[src/hw/rtl/sha256_message_padder_macros.svh]
// Assertion macros for the SHA-256 message padder.
`ifndef SHA256_MESSAGE_PADDER_MACROS_SVH
`define SHA256_MESSAGE_PADDER_MACROS_SVH

`ifndef SYNTHESIS
// lbl: prop must hold at every clock edge out of reset
`define SHA_PAD_ASSERT(lbl, clk, rstn, prop, msg) \
    lbl: assert property (@(posedge clk) disable iff (!rstn) prop) else $error(msg);
// lbl: expr must never be true out of reset
`define SHA_PAD_NEVER(lbl, clk, rstn, expr, msg) \
    lbl: assert property (@(posedge clk) disable iff (!rstn) !(expr)) else $error(msg);
`else
`define SHA_PAD_ASSERT(lbl, clk, rstn, prop, msg)
`define SHA_PAD_NEVER(lbl, clk, rstn, expr, msg)
`endif

`endif

[src/hw/rtl/sha_pad_pkg.sv]
package sha_pad_pkg;

    typedef enum logic [1:0] {
        ST_RUN,
        ST_MARK,
        ST_FILL,
        ST_LEN_LO
    } state_t;

    typedef enum logic [2:0] {
        SRC_BYTE,
        SRC_MARK,
        SRC_ZERO,
        SRC_LEN_HI,
        SRC_LEN_LO
    } src_t;

    typedef struct packed {
        logic take_byte;
        logic load;
        src_t src;
        logic clear;
    } cmd_t;

    typedef struct packed {
        logic out_free;
        logic word_done;
        logic wpos_14;
        logic wpos_15;
    } status_t;

    localparam logic [7:0]  PAD_BYTE     = 8'h80;
    localparam logic [63:0] BITS_PER_BYTE = 64'd8;
    localparam logic [3:0]  LEN_HI_POS   = 4'd14;
    localparam logic [3:0]  LAST_POS     = 4'd15;

endpackage

[src/hw/rtl/sha256_message_padder.sv]
// channel | direction | tdata                          | tuser      | tlast
// s_      | in        | [7:0] data_byte                | byte_valid | last_item
// m_      | out       | [31:0] out_word, [35:32]       | -          | message_end
//         |           | word_index, [36] block_end     |            |
//
// One byte transaction per cycle while the output register drains each cycle.
// A last transaction adds the marker, fill and two length words: 3 to 18
// words more, one word per cycle while the output is not stalled, with s_tready low meanwhile.
// Reset (aresetn low, synchronous) clears the counters and the output valid flag, not the output data.
// Output stalls hold the single output register and back-pressure s_tready.
`include "sha256_message_padder_macros.svh"

module sha256_message_padder
    import sha_pad_pkg::*;
(
    input  logic        aclk,
    input  logic        aresetn,
    input  logic        s_tvalid,
    output logic        s_tready,
    input  logic [7:0]  s_tdata,  // [7:0] data_byte
    input  logic        s_tuser,  // [0] byte_valid
    input  logic        s_tlast,
    output logic        m_tvalid,
    input  logic        m_tready,
    output logic [39:0] m_tdata,  // [31:0] out_word, [35:32] word_index, [36] block_end
    output logic        m_tlast
);

    cmd_t    cmd;
    status_t status;

    sha_pad_ctrl u_ctrl (
        .aclk     (aclk),
        .aresetn  (aresetn),
        .s_tvalid (s_tvalid),
        .s_tready (s_tready),
        .s_tuser  (s_tuser),
        .s_tlast  (s_tlast),
        .status   (status),
        .cmd      (cmd)
    );

    sha_pad_dp u_dp (
        .aclk     (aclk),
        .aresetn  (aresetn),
        .s_tdata  (s_tdata),
        .cmd      (cmd),
        .status   (status),
        .m_tready (m_tready),
        .m_tvalid (m_tvalid),
        .m_tdata  (m_tdata),
        .m_tlast  (m_tlast)
    );

    `SHA_PAD_NEVER(a_no_overwrite, aclk, aresetn, cmd.load && !status.out_free, "result overwritten")
    `SHA_PAD_ASSERT(a_end_at_15, aclk, aresetn, m_tvalid && m_tlast |-> m_tdata[35:32] == LAST_POS && m_tdata[36], "message end off block end")
    `SHA_PAD_ASSERT(a_pad_blocks_in, aclk, aresetn, s_tvalid && s_tready && s_tlast |=> !s_tready, "input taken during padding")

endmodule

[src/hw/rtl/sha_pad_ctrl.sv]
module sha_pad_ctrl
    import sha_pad_pkg::*;
(
    input  logic    aclk,
    input  logic    aresetn,
    input  logic    s_tvalid,
    output logic    s_tready,
    input  logic    s_tuser,
    input  logic    s_tlast,
    input  status_t status,
    output cmd_t    cmd
);

    state_t state_reg, state_next;
    logic   extra_reg, extra_next;
    logic   accept;

    always_ff @(posedge aclk) begin
        if (!aresetn) begin
            state_reg <= ST_RUN;
            extra_reg <= 1'b0;
        end else begin
            state_reg <= state_next;
            extra_reg <= extra_next;
        end
    end

    assign s_tready = (state_reg == ST_RUN) && status.out_free;
    assign accept   = s_tvalid && s_tready;

    always_comb begin
        state_next    = state_reg;
        extra_next    = extra_reg;
        cmd.take_byte = 1'b0;
        cmd.load      = 1'b0;
        cmd.src       = SRC_ZERO;
        cmd.clear     = 1'b0;
        case (state_reg)
            ST_RUN: begin
                if (accept) begin
                    cmd.take_byte = s_tuser;
                    if (s_tuser && status.word_done) begin
                        cmd.load = 1'b1;
                        cmd.src  = SRC_BYTE;
                    end
                    if (s_tlast) begin
                        state_next = ST_MARK;
                    end
                end
            end
            ST_MARK: begin
                if (status.out_free) begin
                    cmd.load   = 1'b1;
                    cmd.src    = SRC_MARK;
                    // marker in word 14 leaves no room for the length: one extra block
                    extra_next = status.wpos_14;
                    state_next = ST_FILL;
                end
            end
            ST_FILL: begin
                if (status.out_free) begin
                    cmd.load = 1'b1;
                    if (status.wpos_14 && !extra_reg) begin
                        cmd.src    = SRC_LEN_HI;
                        state_next = ST_LEN_LO;
                    end else begin
                        cmd.src = SRC_ZERO;
                        if (status.wpos_15) begin
                            extra_next = 1'b0;
                        end
                    end
                end
            end
            ST_LEN_LO: begin
                if (status.out_free) begin
                    cmd.load   = 1'b1;
                    cmd.src    = SRC_LEN_LO;
                    cmd.clear  = 1'b1;
                    state_next = ST_RUN;
                end
            end
            default: begin
                state_next = ST_RUN;
            end
        endcase
    end

endmodule

[src/hw/rtl/sha_pad_dp.sv]
module sha_pad_dp
    import sha_pad_pkg::*;
(
    input  logic        aclk,
    input  logic        aresetn,
    input  logic [7:0]  s_tdata,
    input  cmd_t        cmd,
    output status_t     status,
    input  logic        m_tready,
    output logic        m_tvalid,
    output logic [39:0] m_tdata,
    output logic        m_tlast
);

    logic [63:0] bit_count_reg, bit_count_next;
    logic [31:0] acc_reg, acc_next;
    logic [3:0]  wpos_reg, wpos_next;
    logic [1:0]  bpos_reg, bpos_next;

    logic        out_valid_reg, out_valid_next;
    logic [31:0] out_word_reg;
    logic [3:0]  out_idx_reg;
    logic        out_bend_reg;
    logic        out_mend_reg;

    logic [31:0] shifted;
    logic [31:0] mark_word;
    logic [31:0] sel_word;

    assign shifted = {acc_reg[23:0], s_tdata};

    always_comb begin
        case (bpos_reg)
            2'd0:    mark_word = {PAD_BYTE, 24'h0};
            2'd1:    mark_word = {acc_reg[7:0], PAD_BYTE, 16'h0};
            2'd2:    mark_word = {acc_reg[15:0], PAD_BYTE, 8'h0};
            default: mark_word = {acc_reg[23:0], PAD_BYTE};
        endcase
    end

    always_comb begin
        case (cmd.src)
            SRC_BYTE:   sel_word = shifted;
            SRC_MARK:   sel_word = mark_word;
            SRC_LEN_HI: sel_word = bit_count_reg[63:32];
            SRC_LEN_LO: sel_word = bit_count_reg[31:0];
            default:    sel_word = 32'h0;
        endcase
    end

    always_comb begin
        bit_count_next = bit_count_reg;
        acc_next       = acc_reg;
        wpos_next      = wpos_reg;
        bpos_next      = bpos_reg;
        if (cmd.take_byte) begin
            bit_count_next = bit_count_reg + BITS_PER_BYTE;
            bpos_next      = bpos_reg + 2'd1;
            acc_next       = (bpos_reg == 2'd3) ? 32'h0 : shifted;
        end
        if (cmd.load) begin
            wpos_next = wpos_reg + 4'd1;
        end
        if (cmd.clear) begin
            bit_count_next = 64'h0;
            acc_next       = 32'h0;
            bpos_next      = 2'd0;
        end
    end

    always_comb begin
        out_valid_next = out_valid_reg && !m_tready;
        if (cmd.load) begin
            out_valid_next = 1'b1;
        end
    end

    always_ff @(posedge aclk) begin
        if (!aresetn) begin
            bit_count_reg <= 64'h0;
            acc_reg       <= 32'h0;
            wpos_reg      <= 4'd0;
            bpos_reg      <= 2'd0;
            out_valid_reg <= 1'b0;
        end else begin
            bit_count_reg <= bit_count_next;
            acc_reg       <= acc_next;
            wpos_reg      <= wpos_next;
            bpos_reg      <= bpos_next;
            out_valid_reg <= out_valid_next;
        end
    end

    always_ff @(posedge aclk) begin
        if (cmd.load) begin
            out_word_reg <= sel_word;
            out_idx_reg  <= wpos_reg;
            out_bend_reg <= (wpos_reg == LAST_POS);
            out_mend_reg <= (cmd.src == SRC_LEN_LO);
        end
    end

    assign status.out_free  = !out_valid_reg || m_tready;
    assign status.word_done = (bpos_reg == 2'd3);
    assign status.wpos_14   = (wpos_reg == LEN_HI_POS);
    assign status.wpos_15   = (wpos_reg == LAST_POS);

    assign m_tvalid = out_valid_reg;
    assign m_tdata  = {3'b000, out_bend_reg, out_idx_reg, out_word_reg};
    assign m_tlast  = out_mend_reg;

endmodule

[config.mk]
export PLATFORM = sky130hd
export DESIGN_NAME = sha256_message_padder
export DESIGN_NICKNAME = d
export VERILOG_FILES = /design/src/hw/rtl/sha_pad_pkg.sv /design/src/hw/rtl/sha256_message_padder.sv /design/src/hw/rtl/sha_pad_ctrl.sv /design/src/hw/rtl/sha_pad_dp.sv
export VERILOG_INCLUDE_DIRS = /design/src /design/src/hw/rtl
export SDC_FILE = /design/constraint.sdc
export NUM_CORES = 1
export LEC_CHECK = 0
export ABC_AREA = 1
export BUFFER_PORTS_ARGS = -buffer_cell sky130_fd_sc_hd__buf_4
export CORE_MARGIN = 5
export CORE_UTILIZATION = 40
export DETAILED_ROUTE_END_ITERATION = 6
export GPL_TIMING_DRIVEN = 0
export PLACE_DENSITY_LB_ADDON = 0.2
export SLEW_MARGIN = 10
export SYNTH_ARGS = -nofsm -noshare
export SYNTH_HDL_FRONTEND = slang
export SYNTH_SLANG_ARGS = --single-unit
[constraint.sdc]
create_clock -name aclk -period 3.5 [get_ports aclk]
set_clock_uncertainty 0.05 [all_clocks]
set_input_delay 0.7 -clock aclk [delete_from_list [all_inputs] [get_ports aclk]]
set_output_delay 0.7 -clock aclk [all_outputs]
set_load 0.01 [all_outputs]
==> flow_summary_export.csv <==
group,metric,value,unit
cells_and_area,final_common_cell,"nand2_1",
setup_path,r2r-start,"u_ctrl.state_reg[0]",
clocking,ctsResizeCount,0,
cells_and_area,nFillCells,1965,
synthesis,netlist.area_leader.share,0.2460,
detailed_routing,viasPerCell,5.311,
placement,numPortBuffers,53,
sta,relSlewSlack,0.4631,
sta,max_freq,0.3984,GHz
clocking,cts_made_buffers,17,
setup_path,rr_worst_depth,10,
synthesis,synth-edff-count,38,
synthesis,synthArstFlopShare,0,
cells_and_area,layout_common_cells,"nand2_1 (233), inv_1 (160), nor2_1 (105)",
power,vdd_drop_max,0.6265,mV
clocking,htreeDepth,4,
detailed_routing,dr.pass1.iters,7,
setup_path,cp-end-kind,"flop",
detailed_routing,drt-met1-wl,11260,um
cells_and_area,layout.nets,1191,
global_routing,grt_util_all_layers,0.2238,
floorplanning,core,0.01889,sq mm
placement,dp_hpwl,18910,um
floorplanning,die_x,149.0,um
power,internal_power,3.690,mW
synthesis,ys_seq_area_frac,0.3937,
cells_and_area,largest_reg_flops,61,
sta,slew_viol_final,0,
clocking,cts_tree,"yes",
outcome,violations,"DRC",
sta,fin_crit,2.510,ns
synthesis,synth_area,0.007730,sq mm
synthesis,synth_warnings,0,
synthesis,yosysUniqueCellTypes,41,
detailed_routing,wire_per_inst,16.85,um
detailed_routing,vias,7632,
clocking,path_clk_slew,0.07,ns
detailed_routing,drc,2,
global_routing,grt_max_degree,37,
cells_and_area,layout-drive-gt1-share,0.1240,
setup_path,critPathLaunch,"u_ctrl.state_reg[0]",
power,p_sw_frac,0.3694,
cells_and_area,area.growth.synth_to_final,17.06,%
floorplanning,die_area,0.02221,sq mm
clocking,cts-root-buf,"clkbuf_16",
setup_path,cp-start-kind,"flop",
setup_path,critPathKind,"reg2reg",
setup_path,worstPathMaxFanout,10,
synthesis,synth_seq_cells,133,
global_routing,overflow,0,
setup_path,rr_endpoint,"u_dp.out_word_reg[0]",
clocking,cts_sinks,133,
sta,fin_hold_ws,0.4381,ns
detailed_routing,highest_layer,"met4",
clocking,postCtsSetupBuffers,0,
setup_path,rrSetupSlack,0.99,ns
setup_path,required,3.60,ns
power,pwr-share-comb,0.326,
power,powerDensity,646.8,mW/mm^2
global_routing,antenna_found_initial,0,
detailed_routing,wirelength,24220,um
synthesis,syn_inst,1089,
sta,setup_viol_count_final,0,
sta,setup_tns,0,ns
floorplanning,dieHeight,149.0,um
sta,rsz0062_at_grt,"false",
outcome,status,"finished with violations",
synthesis,avgSynthCellArea,7.098,sq um
global_routing,grt_pass1_vias,7211,
floorplanning,rows,50,
synthesis,yosys-top-cells-area,"dfxtp_1 (25%), edfxtp_1 (15%), nand2_1 (11%)",
cells_and_area,multi_input_area,0.003816,sq mm
power,clockPowerShare,0.302,
synthesis,synth-main-ff-cell,"dfxtp_1",
placement,place_congestion,0.9119,
cells_and_area,regArea,0.003043,sq mm
hold_path,hold_path_class,"reg2reg",
sta,fin_crit_sh,0.7171,
detailed_routing,wl_met3,1433,um
clocking,worstSkewPairLatency,0.44,ns
detailed_routing,drtIter0Drc,608,
detailed_routing,route.met2.wl,10540,um
global_routing,grt_pass1_wl,38630,um
power,seqPwrFrac,0.372,
sta,hold_violations,0,
run,cap_violations,0,
detailed_routing,antenna_left,0,
synthesis,synth_top_cell_by_area,"dfxtp_1",
cells_and_area,antenna_cells,0,
setup_path,arrival,2.61,ns
power,p_leak,3.626,nW
floorplanning,io_pins,57,
power,p_switching,2.162,mW
setup_path,worstSetupEndpoint,"u_dp.out_word_reg[0]",
clocking,cts_hold_buf,0,
clocking,cts_max_path_buffers,2,
floorplanning,start_util,0.4091,
sta,tightest_slew,0.8053,ns
==> power groups by stage <==
stage	Clock [mW]	Sequential, mW	Combinational, mW
floorplan	0	2.29	1.02
CTS	1.79	2.18	1.91
global placement	0	2.22	1.85
finish	1.77	2.18	1.91
global route	1.85	2.21	2.09
detailed placement	0	2.21	1.91
==> how the worst min path moves through the flow <==
stage,from,end,slack [ns],cells past startpoint
2_1_floorplan,u_dp.acc_reg[18],u_dp.acc_reg[18],0.40,2
3_3_place_gp,u_dp.acc_reg[18],u_dp.acc_reg[18],0.42,2
3_5_place_dp,u_dp.acc_reg[20],u_dp.acc_reg[20],0.43,2
4_1_cts,u_dp.acc_reg[23],u_dp.acc_reg[23],0.44,2
5_1_grt,u_dp.acc_reg[20],u_dp.acc_reg[20],0.47,2
6_report,u_dp.acc_reg[18],u_dp.acc_reg[18],0.44,2
==> layer usage <==
layer  global-route usage  up-vias
li1                     -     3775
met1               0.3085     3545
met2               0.3408      244
met3              0.03737       68
met4               0.1080        0
met5                    0        -
==> per-stage QoR <==
| step | area [sq um] | std cells | total power, mW | setup slack [ns] | utilization |
|---|---|---|---|---|---|
| 6_report | 9049 | 1437 | 5.852 | 0.9902 | 0.4789 |
| 5_1_grt | 9049 | 1437 | 6.158 | 0.7577 | 0.4789 |
| 4_1_cts | 9049 | 1437 | 5.873 | 0.9955 | 0.4789 |
| 3_5_place_dp | 8481 | 1405 | 4.116 | 0.8756 | 0.4489 |
| 3_3_place_gp | 8461 | 1404 | 4.071 | 0.08270 | 0.4478 |
| 2_1_floorplan | 7737 | 1091 | 3.308 | 0.8970 | - |
==> worst max-delay path: stages (launching register included) <==
cell	delay (ns)
dfxtp_1	0.35
inv_1	0.13
ha_1	0.26
nand3_2	0.13
nor2_4	0.28
nand2_2	0.15
a21oi_4	0.26
inv_1	0.11
buf_2	0.20
nand2_1	0.13
o21ai_0	0.15
==> area by class of cell <==
class	count	area share
Clock buffer	17	0.04701
Sequential cell	133	0.3363
Inverter	163	0.06762
Buffer	50	0.02945
Multi-Input combinational cell	745	0.4217
Timing Repair Buffer	54	0.04618
Tap cell	260	0.03595
Clock inverter	15	0.01576
==> logic make-up after synthesis <==
family                   synth area share
flip-flops                         0.3937
AO/OA/AOI/OAI                      0.1120
XOR/XNOR                          0.01133
buffers and inverters              0.1136
other                           0.0004851
adder cells (fa/ha/maj)           0.02104
AND/OR/NAND/NOR                    0.3478
==> synthesized netlist by cell type (2+ instances only) <==
cell      instances
edfxtp_1         38
nor4_1            3
a211oi_1         24
xor2_1            6
dfxtp_1          95
nor2_1          105
nor2_4            7
buf_6             6
o21a_1            8
buf_2            12
clkbuf_1         26
inv_2             2
nand2_1         233
xnor2_1           4
nand3b_1         11
nand3_2           6
and3_1            4
o221ai_1          7
nand3_1          86
buf_4             5
o21ai_1           2
nand4_1          70
a21oi_1          64
nor3b_1           3
o21ai_0          28
o22ai_1          10
or2_2             2
and2_1            2
ha_1             13
inv_1           161
nor3_1           23
nor2_2           14
(Power assumes the default switching activity.)
